--- src/rtl/core/q8b_pkg.sv ---
// Shared constants, codes and stage types for the q8_0 block dot product core.
// Depends on nothing; every other file in rtl/core refers to it by scoped names.
package q8b_pkg;

  // Block geometry.
  localparam int BLOCK_SIZE      = 32;
  localparam int LANES           = 4;
  localparam int ITEMS_PER_BLOCK = ((BLOCK_SIZE / LANES) > 0) ? (BLOCK_SIZE / LANES) : 1;
  localparam int ELEMS_PER_BLOCK = ITEMS_PER_BLOCK * LANES;
  localparam int CNT_W           = (ITEMS_PER_BLOCK > 1) ? $clog2(ITEMS_PER_BLOCK) : 1;

  // Field widths.
  localparam int ACT_W   = 24;
  localparam int QUANT_W = 8;
  localparam int SCALE_W = 16;
  localparam int ACC_W   = 64;

  // Datapath widths: one product reaches 2^30 in magnitude, a block sum
  // reaches ELEMS_PER_BLOCK times that.
  localparam int PROD_W  = ACT_W + QUANT_W;
  localparam int SUM_W   = $clog2(ELEMS_PER_BLOCK) + PROD_W;
  localparam int MANT_W  = 11;
  localparam int SH_W    = 5;
  localparam int MAG_W   = SUM_W + MANT_W;
  localparam int SHIFT_W = MAG_W + 29;

  // fp16 exponent that marks infinity and NaN.
  localparam logic [4:0] EXP_SPECIAL = 5'h1F;

  // Accumulator extremes.
  localparam logic [ACC_W-1:0] ACC_MAX = {1'b0, {(ACC_W-1){1'b1}}};
  localparam logic [ACC_W-1:0] ACC_MIN = {1'b1, {(ACC_W-1){1'b0}}};

  // What a closed block does to the row accumulator.
  localparam int OP_W = 2;
  localparam logic [OP_W-1:0] OP_NONE  = 2'd0;
  localparam logic [OP_W-1:0] OP_ADD   = 2'd1;
  localparam logic [OP_W-1:0] OP_FORCE = 2'd2;

  // A closed block on its way to the scaling stages.
  typedef struct packed {
    logic               valid;
    logic               last;
    logic [SUM_W-1:0]   sum;
    logic [SCALE_W-1:0] scale;
  } close_t;

  // A scaled block term on its way to the accumulator.
  typedef struct packed {
    logic             valid;
    logic             last;
    logic [OP_W-1:0]  op;
    logic             sat;
    logic [ACC_W-1:0] value;
  } term_t;

endpackage

--- src/rtl/core/q8b_lane.sv ---
// One multiply lane: registers the product of an activation and an int8 quant.
// Depends on q8b_pkg for widths.
module q8b_lane (
  input  logic                                 clk,
  input  logic                                 en,
  input  logic signed [q8b_pkg::ACT_W-1:0]     act,
  input  logic signed [q8b_pkg::QUANT_W-1:0]   quant,
  output logic signed [q8b_pkg::PROD_W-1:0]    prod
);

  // The product fits the register exactly, so no rounding or clipping.
  always_ff @(posedge clk) begin
    if (en) begin
      prod <= q8b_pkg::PROD_W'(act) * q8b_pkg::PROD_W'(quant);
    end
  end

endmodule

--- src/rtl/core/q8b_merge.sv ---
// Merge stage: adds the lane products into the open block sum and closes the
// block when it is full or the row ends. Depends on q8b_pkg.
module q8b_merge (
  input  logic                                clk,
  input  logic                                rst,
  input  logic                                en,
  input  logic                                in_valid,
  input  logic                                in_last,
  input  logic [q8b_pkg::SCALE_W-1:0]         in_scale,
  input  logic signed [q8b_pkg::PROD_W-1:0]   prod [q8b_pkg::LANES],
  output q8b_pkg::close_t                     close_out
);

  logic signed [q8b_pkg::SUM_W-1:0] block_sum;
  logic [q8b_pkg::CNT_W-1:0]        item_in_block;
  logic signed [q8b_pkg::SUM_W-1:0] lane_sum;
  logic signed [q8b_pkg::SUM_W-1:0] block_sum_next;
  logic                             closing;

  // Sum of the lanes of this item, then the running block sum.
  always_comb begin
    lane_sum = '0;
    for (int i = 0; i < q8b_pkg::LANES; i++) begin
      lane_sum = lane_sum + q8b_pkg::SUM_W'(prod[i]);
    end
    block_sum_next = block_sum + lane_sum;
    closing = in_valid &&
              (in_last || (item_in_block == q8b_pkg::CNT_W'(q8b_pkg::ITEMS_PER_BLOCK - 1)));
  end

  // Block state; a closing item starts a fresh block.
  always_ff @(posedge clk) begin
    if (rst) begin
      block_sum     <= '0;
      item_in_block <= '0;
    end else if (en && in_valid) begin
      if (closing) begin
        block_sum     <= '0;
        item_in_block <= '0;
      end else begin
        block_sum     <= block_sum_next;
        item_in_block <= item_in_block + q8b_pkg::CNT_W'(1);
      end
    end
  end

  // Closed block handed to the scaling stages.
  always_ff @(posedge clk) begin
    if (rst) begin
      close_out.valid <= 1'b0;
    end else if (en) begin
      close_out.valid <= closing;
      close_out.last  <= in_last;
      close_out.sum   <= block_sum_next;
      close_out.scale <= in_scale;
    end
  end

endmodule

--- src/rtl/core/q8b_scale.sv ---
// Scaling stages: decodes the fp16 block scale into mantissa and shift,
// multiplies the block sum, then shifts and clips the term to 64 bits.
// Depends on q8b_pkg.
module q8b_scale (
  input  logic            clk,
  input  logic            rst,
  input  logic            en,
  input  q8b_pkg::close_t close_in,
  output q8b_pkg::term_t  term_out
);

  // First stage: decode and multiply.
  logic                             sgn;
  logic [4:0]                       ex;
  logic [9:0]                       fr;
  logic [q8b_pkg::MANT_W-1:0]       mant;
  logic [q8b_pkg::SH_W-1:0]         sh;
  logic signed [q8b_pkg::SUM_W-1:0] sum_s;
  logic [q8b_pkg::SUM_W-1:0]        sum_abs;

  logic                             m_valid;
  logic                             m_last;
  logic                             m_special;
  logic                             m_fr_zero;
  logic                             m_sum_nz;
  logic                             m_neg;
  logic [q8b_pkg::SH_W-1:0]         m_sh;
  logic [q8b_pkg::MAG_W-1:0]        m_mag;

  always_comb begin
    sgn     = close_in.scale[15];
    ex      = close_in.scale[14:10];
    fr      = close_in.scale[9:0];
    sum_s   = $signed(close_in.sum);
    // A subnormal scale has no hidden bit and no shift.
    mant    = (ex == 5'd0) ? {1'b0, fr} : {1'b1, fr};
    sh      = (ex == 5'd0) ? '0 : (ex - 5'd1);
    sum_abs = sum_s[q8b_pkg::SUM_W-1] ? q8b_pkg::SUM_W'(-sum_s) : q8b_pkg::SUM_W'(sum_s);
  end

  always_ff @(posedge clk) begin
    if (rst) begin
      m_valid <= 1'b0;
    end else if (en) begin
      m_valid <= close_in.valid;
    end
  end

  always_ff @(posedge clk) begin
    if (en) begin
      m_last    <= close_in.last;
      m_special <= (ex == q8b_pkg::EXP_SPECIAL);
      m_fr_zero <= (fr == 10'd0);
      m_sum_nz  <= (close_in.sum != '0);
      m_neg     <= sum_s[q8b_pkg::SUM_W-1] ^ sgn;
      m_sh      <= sh;
      m_mag     <= q8b_pkg::MAG_W'(sum_abs) * q8b_pkg::MAG_W'(mant);
    end
  end

  // Second stage: shift into 2^-24 units and clip to the 64-bit range.
  logic [q8b_pkg::SHIFT_W-1:0] shifted;
  logic                        at_least_top;
  logic                        exactly_top;
  q8b_pkg::term_t              term_next;

  always_comb begin
    shifted      = q8b_pkg::SHIFT_W'(m_mag) << m_sh;
    at_least_top = (shifted[q8b_pkg::SHIFT_W-1:q8b_pkg::ACC_W-1] != '0);
    exactly_top  = (shifted[q8b_pkg::SHIFT_W-1:q8b_pkg::ACC_W] == '0) &&
                   shifted[q8b_pkg::ACC_W-1] &&
                   (shifted[q8b_pkg::ACC_W-2:0] == '0);

    term_next.valid = m_valid;
    term_next.last  = m_last;
    term_next.op    = q8b_pkg::OP_ADD;
    term_next.sat   = 1'b0;
    term_next.value = shifted[q8b_pkg::ACC_W-1:0];

    if (m_special) begin
      // Infinity with a nonzero sum forces the extreme; NaN or a zero sum
      // leaves the accumulator alone. Either way the row is flagged.
      term_next.sat = 1'b1;
      if (m_fr_zero && m_sum_nz) begin
        term_next.op    = q8b_pkg::OP_FORCE;
        term_next.value = m_neg ? q8b_pkg::ACC_MIN : q8b_pkg::ACC_MAX;
      end else begin
        term_next.op    = q8b_pkg::OP_NONE;
      end
    end else if (m_neg) begin
      // A negative term may reach exactly -2^63 without clipping.
      if (at_least_top && !exactly_top) begin
        term_next.sat   = 1'b1;
        term_next.value = q8b_pkg::ACC_MIN;
      end else begin
        term_next.value = -shifted[q8b_pkg::ACC_W-1:0];
      end
    end else if (at_least_top) begin
      term_next.sat   = 1'b1;
      term_next.value = q8b_pkg::ACC_MAX;
    end
  end

  always_ff @(posedge clk) begin
    if (rst) begin
      term_out.valid <= 1'b0;
    end else if (en) begin
      term_out.valid <= term_next.valid;
      term_out.last  <= term_next.last;
      term_out.op    <= term_next.op;
      term_out.sat   <= term_next.sat;
      term_out.value <= term_next.value;
    end
  end

endmodule

--- src/rtl/core/q8b_accum.sv ---
// Row accumulator with saturating add, and the output register that holds
// one finished row until it is taken. Depends on q8b_pkg.
module q8b_accum (
  input  logic                        clk,
  input  logic                        rst,
  input  logic                        en,
  input  q8b_pkg::term_t              term_in,
  output logic                        out_valid,
  output logic [q8b_pkg::ACC_W-1:0]   out_value,
  output logic                        out_sat
);

  logic [q8b_pkg::ACC_W-1:0] row_accumulator;
  logic                      row_saturated;
  logic [q8b_pkg::ACC_W:0]   wide_sum;
  logic                      ovf;
  logic [q8b_pkg::ACC_W-1:0] acc_next;
  logic                      sat_next;

  // Saturating add: a 65-bit sum overflowed when its top two bits differ.
  always_comb begin
    wide_sum = {row_accumulator[q8b_pkg::ACC_W-1], row_accumulator} +
               {term_in.value[q8b_pkg::ACC_W-1], term_in.value};
    ovf      = wide_sum[q8b_pkg::ACC_W] != wide_sum[q8b_pkg::ACC_W-1];
    acc_next = row_accumulator;
    sat_next = row_saturated | term_in.sat;
    unique case (term_in.op)
      q8b_pkg::OP_ADD: begin
        if (ovf) begin
          acc_next = wide_sum[q8b_pkg::ACC_W] ? q8b_pkg::ACC_MIN : q8b_pkg::ACC_MAX;
          sat_next = 1'b1;
        end else begin
          acc_next = wide_sum[q8b_pkg::ACC_W-1:0];
        end
      end
      q8b_pkg::OP_FORCE: begin
        acc_next = term_in.value;
      end
      default: begin
        acc_next = row_accumulator;
      end
    endcase
  end

  // Row state; a row end hands the total over and clears the row.
  always_ff @(posedge clk) begin
    if (rst) begin
      row_accumulator <= '0;
      row_saturated   <= 1'b0;
    end else if (en && term_in.valid) begin
      if (term_in.last) begin
        row_accumulator <= '0;
        row_saturated   <= 1'b0;
      end else begin
        row_accumulator <= acc_next;
        row_saturated   <= sat_next;
      end
    end
  end

  // Output register. The pipeline only moves when this register is free or
  // being read, so a held result is never overwritten.
  always_ff @(posedge clk) begin
    if (rst) begin
      out_valid <= 1'b0;
    end else if (en) begin
      out_valid <= term_in.valid && term_in.last;
    end
  end

  always_ff @(posedge clk) begin
    if (en && term_in.valid && term_in.last) begin
      out_value <= acc_next;
      out_sat   <= sat_next;
    end
  end

endmodule

--- src/rtl/core/q8_0_block_dot_product_core.sv ---
// Top level of the q8_0 block dot product core: four multiply lanes, the
// block merge stage, the fp16 scaling stages and the row accumulator.
// Depends on q8b_pkg, q8b_lane, q8b_merge, q8b_scale and q8b_accum.
//
//   channel  dir  handshake            payload
//   s_*      in   s_tvalid/s_tready    tdata: act and quant lanes, scale; tlast: row end
//   m_*      out  m_tvalid/m_tready    tdata: row dot product; tuser: saturation flag
//
// One item is taken per cycle while s_tready is high. m_tvalid rises once the
// accepted row-end transaction has passed through five register stages:
// lane multiply, block merge, scale multiply, shift and clip,
// accumulate. Reset clears the block and row state and empties the
// pipeline. While a finished row waits in the output register and is not
// read, the whole pipeline holds and s_tready is low.
module q8_0_block_dot_product_core (
  input  logic          clk,
  input  logic          rst,
  input  logic          s_tvalid,
  output logic          s_tready,
  // act_0 [23:0], act_1 [47:24], act_2 [71:48], act_3 [95:72],
  // quant_0 [103:96], quant_1 [111:104], quant_2 [119:112], quant_3 [127:120],
  // scale_bits [143:128]
  input  logic [143:0]  s_tdata,
  input  logic          s_tlast,
  output logic          m_tvalid,
  input  logic          m_tready,
  // row_value [63:0]
  output logic [63:0]   m_tdata,
  // saturated [0]
  output logic [0:0]    m_tuser
);

  logic                                adv;
  logic                                s0_valid;
  logic                                s0_last;
  logic [q8b_pkg::SCALE_W-1:0]         s0_scale;
  logic signed [q8b_pkg::PROD_W-1:0]   prod [q8b_pkg::LANES];
  q8b_pkg::close_t                     close_w;
  q8b_pkg::term_t                      term_w;
  logic                                out_sat;

  // The pipeline advances whenever the output register can take a result.
  assign adv      = !m_tvalid || m_tready;
  assign s_tready = adv;

  // Multiply lanes.
  for (genvar g = 0; g < q8b_pkg::LANES; g++) begin : g_lane
    q8b_lane u_lane (
      .clk   (clk),
      .en    (adv),
      .act   ($signed(s_tdata[g*q8b_pkg::ACT_W +: q8b_pkg::ACT_W])),
      .quant ($signed(s_tdata[q8b_pkg::LANES*q8b_pkg::ACT_W + g*q8b_pkg::QUANT_W
                              +: q8b_pkg::QUANT_W])),
      .prod  (prod[g])
    );
  end

  // Control that travels alongside the lane products.
  always_ff @(posedge clk) begin
    if (rst) begin
      s0_valid <= 1'b0;
    end else if (adv) begin
      s0_valid <= s_tvalid;
    end
  end

  always_ff @(posedge clk) begin
    if (adv) begin
      s0_last  <= s_tlast;
      s0_scale <= s_tdata[143:128];
    end
  end

  q8b_merge u_merge (
    .clk       (clk),
    .rst       (rst),
    .en        (adv),
    .in_valid  (s0_valid),
    .in_last   (s0_last),
    .in_scale  (s0_scale),
    .prod      (prod),
    .close_out (close_w)
  );

  q8b_scale u_scale (
    .clk      (clk),
    .rst      (rst),
    .en       (adv),
    .close_in (close_w),
    .term_out (term_w)
  );

  q8b_accum u_accum (
    .clk       (clk),
    .rst       (rst),
    .en        (adv),
    .term_in   (term_w),
    .out_valid (m_tvalid),
    .out_value (m_tdata),
    .out_sat   (out_sat)
  );

  assign m_tuser = out_sat;

endmodule
--- config.mk ---
export PLATFORM = sky130hd
export DESIGN_NAME = q8_0_block_dot_product_core
export DESIGN_NICKNAME = d
export VERILOG_FILES = /design/src/rtl/core/q8b_pkg.sv /design/src/rtl/core/q8b_lane.sv /design/src/rtl/core/q8b_merge.sv /design/src/rtl/core/q8b_scale.sv /design/src/rtl/core/q8b_accum.sv /design/src/rtl/core/q8_0_block_dot_product_core.sv
export SDC_FILE = /design/constraint.sdc
export NUM_CORES = 2
export LEC_CHECK = 0
export ABC_CLOCK_PERIOD_IN_PS = 10800
export BUFFER_PORTS_ARGS = -buffer_cell sky130_fd_sc_hd__buf_2
export CAP_MARGIN = 20
export CORE_ASPECT_RATIO = 1.4
export CORE_MARGIN = 2
export CORE_UTILIZATION = 45
export CTS_BUF_LIST = sky130_fd_sc_hd__clkbuf_8
export CTS_CLUSTER_DIAMETER = 60
export DETAILED_ROUTE_END_ITERATION = 10
export SLEW_MARGIN = 20
export SYNTH_ARGS = -nofsm -noshare
export SYNTH_HDL_FRONTEND = slang
export SYNTH_SLANG_ARGS = --single-unit
--- constraint.sdc ---
create_clock -name clk -period 10.8 [get_ports clk]
set_input_delay 0.54 -clock clk [delete_from_list [all_inputs] [get_ports clk]]
set_output_delay 0.54 -clock clk [all_outputs]
set_load 0.01 [all_outputs]
* Word level (Yosys, flattened, before mapping) *
Index checks and enable logic that the tools add are counted.

operators by class
  muxes and demuxes = 19
  add/subtract/negate cells = 9
  reduce and logical (&&, ||, !) cells = 20
  bitwise gates (word level) = 3
  shift-type cells = 1
  $mul = 5
  equal/unequal tests = 5

operators by type and width
  operator                                          count
  two-way mux 64 bit                                7
  two-way mux 65 bit                                2
  multiplier 24 x 8 -> 32 bit                       4
  one-hot mux 64 bit (2 select lines)               1
  left shift 48 x 5 -> 77 bit                       1
  two-way mux 37 bit                                2
  adder 64 x 64 -> 65 bit                           1
  negation 64 bit                                   1
  logical NOT 63 bit                                1
  multiplier 37 x 11 -> 48 bit                      1
  adder 37 x 32 -> 37 bit                           1
  adder 37 bit                                      1
  negation 37 bit                                   1
  nonzero test 37 bit                               1
  adder 33 x 32 -> 34 bit                           1
  adder 32 x 32 -> 33 bit                           1
  nonzero test 14 bit                               1
  logical NOT 13 bit                                1
  two-way mux 11 bit                                1
  logical NOT 10 bit                                1
  logical AND 1 bit                                 9
  == test 5 bit, second input constant              1
  logical NOT 5 bit                                 1
  subtractor 5 x 1 -> 5 bit, second input constant  1
  other kinds (14)                                  19

word-level totals
  word-level logic and storage cells = 93
  register bits = 500
  input port bits = 149

* Longest topological paths before layout *
  word-level depth = 9
  gate-level depth with buffers = 32

* Cells and area by module *
Synthesis repeated with hierarchy kept, for this count alone.

second synthesis, totals
  cells, all modules = 8461
  area, all modules = 75971.6 µm²

modules (own cells, without submodules)
  module                           cells each  instances  area an instance (µm²)
  q8b_scale                        2855        1          25074.0
  q8b_lane (g_lane[0].u_lane ...)  862         3          7968.9
  q8b_accum                        1192        1          9934.5
  q8b_merge                        958         1          8610.8
  q8b_lane (g_lane[3].u_lane)      848         1          7883.8
  q8_0_block_dot_product_core      22          1          561.8

* Worst setup path before layout *
OpenSTA, ideal clock, no wires.

  path type = in2reg
  from = in m_tready
  to = reg u_accum.row_saturated
  slack = 2916 ps
  required time = 10741 ps
  data arrival time = 7825 ps
  library setup time = 59 ps
  path buffers = 1
  cell stages on the path = 6
  path through = nor2b_1 -> clkbuf_1 -> clkinv_1 -> and3_1 -> nor3_1 -> and2_1

between the ends
  word-level cells in the longest chain between the ends = 2

ends and longest elaborated chain
  element               line                               text
  from (decl)           q8_0_block_dot_product_core.sv:26  input logic m_tready,
  logical OR 1 bit      q8_0_block_dot_product_core.sv:43  assign adv = !m_tvalid || m_tready;
  net s_tready          q8_0_block_dot_product_core.sv:19  output logic s_tready,
  logical AND 1 bit     q8b_accum.sv:50                    end else if (en && term_in.valid) begin
  to (signal assigned)  q8b_accum.sv:56                    row_saturated <= sat_next;
  to (decl)             q8b_accum.sv:14                    logic row_saturated;

The timed path passes the listed nets, and every way through them passes these cells.
A chain may end at the register's enable or synchronous reset.

* Final worst setup path *
  from = reg u_merge.close_out[28] (netlist name)
  to = reg u_scale.m_mag[47] (netlist name) (data pin)

between the ends
  word-level cells in the longest chain between the ends = 3

ends and longest elaborated chain
  element                         line             text
  from (decl)                     q8b_merge.sv:11  output q8b_pkg::close_t close_out
  negation 37 bit                 q8b_scale.sv:38  sum_abs = sum_s[q8b_pkg::SUM_W-1] ? q8b_pkg::SUM_W'(-sum_s) : q8b_pkg::SUM_W'(sum_s);
  two-way mux 37 bit *            q8b_scale.sv:38
  multiplier 37 x 11 -> 48 bit *  q8b_scale.sv:57  m_mag <= q8b_pkg::MAG_W'(sum_abs) * q8b_pkg::MAG_W'(mant);
  to (signal assigned)            q8b_scale.sv:57
  to (decl)                       q8b_scale.sv:28  logic [q8b_pkg::MAG_W-1:0] m_mag;

Every way passes the cells marked *; elsewhere a longest branch is shown, timed or not.

==> results.toml <==
[sta]
setup_viol = 0
tightest_slew_ps = 1190
finalClockSkew_ps = 57.8
slew_violations = 0
fin_crit_ps = 8810
worst_slew_margin_rel = 0.198
hold_violations = 0
clock.fmax_mhz = 114
grt_setup_unrepaired = "no"
final.period_utilization = 0.816
final.setup.tns_ps = 0

[route]
ant_nets = 0
wl_per_cell_um = 21.3
drc = 0
wl_um = 214000
vias_per_cell = 5.59
drt_iter0_markers = 2772
vias = 56000
first_pass_iters = 6

[worst_setup_path]
crit_path_frequent_cell = "fa_1"
critical_path_class = "reg2reg"
crit_family = "adder cells"
required_ps = 11460
worst_path_largest_cell_delay_ps = 820
crit_fanout = 11
arrival_ps = 9470
crit_path_start_kind = "flop"
slowest_stage = "o31ai_1"
cp-end-kind = "flop"
path_buf_inv = 3

[grt]
overflow = 0
antenna_found_initial = 13
grt_pass1_vias = 59200
grtUsageTotal = 0.265
grt_max_degree = 69
grt_pass1_wl_um = 335000

[placement]
gp_congestion = 1.02
io_buffer_count = 215
hpwl_um = 172000

[worst_hold_path]
hold_class = "in2reg"

[clocking]
numClockSinks = 500
cts_resized = 0
cts_setup_buffers = 0
clock-root-buffer = "clkbuf_8"
h-tree-depth = 3
cts_hold_buf = 16
clk_latency_ps = 830
cts_tree = "yes"
clk_pin_slew_worst_paths_ps = 60
clockBufferDepth = 3
numCtsBuffers = 86

[synth]
ys_seq_area_frac = 0.193
yosysMostFrequentCell = "inv_1"
synthCells = 7780
ys.flop_type = "edfxtp_1"
synth_cell_type_count = 93
syn_avg_cell_area_um2 = 9.25
yosys.area.top_type = "fa_1"
syn-num-nets = 9389
ys_warn_count = 0
ys_async_sr_fraction = 0
synth_top_area_frac = 0.275
synthTopCellsByCount = "inv_1 (1,209), fa_1 (989), nand2_1 (815)"
synth_area_um2 = 72000
ys_ff_latch = 500
synth_area_leaders = "fa_1 (28%), edfxtp_1 (16%), ha_1 (8.2%)"
synth-edff-count = 390

[cells_and_area]
ff_latch_area_um2 = 13900
fin_nets = 9462
multi_input_area_um2 = 52300
syn_to_final_growth_pct = 7.00
fillers = 15400
layout-drive-gt1-share = 0.0748

[die]
die-area_um2 = 163000
dieWidth_um = 342
die_h_um = 477
initial_core_util = 0.453
coreArea_um2 = 159000
rows = 173
ioPinCount = 216

[run_status]
status = "finished clean"

[flow_run]
max_cap_viol_count = 0
[worst reg2reg max path, delay by kind of cell, from the launching register on]
family,cells,cell delay (ps)
XOR/XNOR,1,720
flip-flops,1,430
AO/OA/AOI/OAI,8,2250
buffers and inverters,3,150
adder cells (fa/ha/maj),6,2940
AND/OR/NAND/NOR,8,2210
[path summary, 6_finish.rpt]
check,start,endpoint,slack (ps),cells after the start
setup / recovery,u_merge.close_out[28],u_scale.m_mag[47],1990,26
setup reg to reg,u_merge.close_out[28],u_scale.m_mag[47],1990,26
hold / removal,s_tdata[138],s0_scale[10],80,1
hold reg to reg,s0_scale[4],u_merge.close_out[4],420,0
[metal layers]
metal | share of wire | wire length (um) | track usage
met5 | 0.00040 | 86 | 0
met4 | 0.070 | 15000 | 0.163
met3 | 0.041 | 8720 | 0.0292
met2 | 0.54 | 115000 | 0.502
met1 | 0.35 | 75100 | 0.277
[flip-flops by register name, indices dropped and copies added, names as in the netlist]
name and count:
u_accum.out_valid 1, u_merge.block_sum 37, u_scale.m_last 1, u_scale.m_special 1, u_accum.out_sat 1, u_scale.term_out 69, u_scale.m_mag 48, s0_valid 1
u_scale.m_valid 1, u_scale.m_neg 1, u_accum.out_value 64, u_scale.m_sum_nz 1, u_scale.m_sh 5, u_accum.row_accumulator 64, u_merge.item_in_block 3, u_accum.row_saturated 1
s0_last 1, u_merge.close_out 55, u_scale.m_fr_zero 1, s0_scale 16, g_lane.u_lane.prod 128
[cells by family after synthesis]
kind of cell | after synthesis | synth area share
simple gates | 2440 | 0.169
buf+inv | 1534 | 0.0809
fa+ha+maj | 1460 | 0.357
compound gates | 1372 | 0.125
flops | 500 | 0.193
xor+xnor | 310 | 0.0377
mux | 164 | 0.0379
[cell usage in the layout (no fill, tap or decap), drive strengths merged, types with 94 or more instances in the layout]
| cell type | Yosys | layout |
|---|---|---|
| a21o | 133 | 133 |
| a21oi | 400 | 400 |
| and2 | 644 | 644 |
| buf | 40 | 287 |
| clkbuf | 279 | 94 |
| dfxtp | 110 | 110 |
| edfxtp | 390 | 390 |
| fa | 989 | 989 |
| ha | 471 | 471 |
| inv | 1211 | 1246 |
| nand2 | 816 | 816 |
| nand2b | 140 | 140 |
| nor2 | 378 | 378 |
| nor3 | 121 | 121 |
| o21ai | 256 | 256 |
| xnor2 | 220 | 220 |
[layout make-up]
cell class | instances | share of cell area
multi-input cells | 5746 | 0.680
flip-flops and latches | 500 | 0.181
inverters | 1215 | 0.0593
repair buffers | 304 | 0.0232
well taps | 2100 | 0.0341
clock buffers | 93 | 0.0166
diodes | 7 | 0.000227
clock inverters | 69 | 0.00616
[metrics by stage]
step	cells	hold WS (ps)	area (um^2)	util	setup slack (ps)
after global placement	9848	403	75000	0.472	1950
after detailed placement	9848	406	75100	0.472	1970
after global routing	10000	54.1	77000	0.485	1610
after CTS	10000	3.77	77000	0.484	1960
after floorplan	7780	400	72000	-	2920
final	10000	77.0	77000	0.485	1990
Power is left out: the tool's default activity adds up to more than one toggle a clock period on the data nets, which glitch-free logic cannot reach.
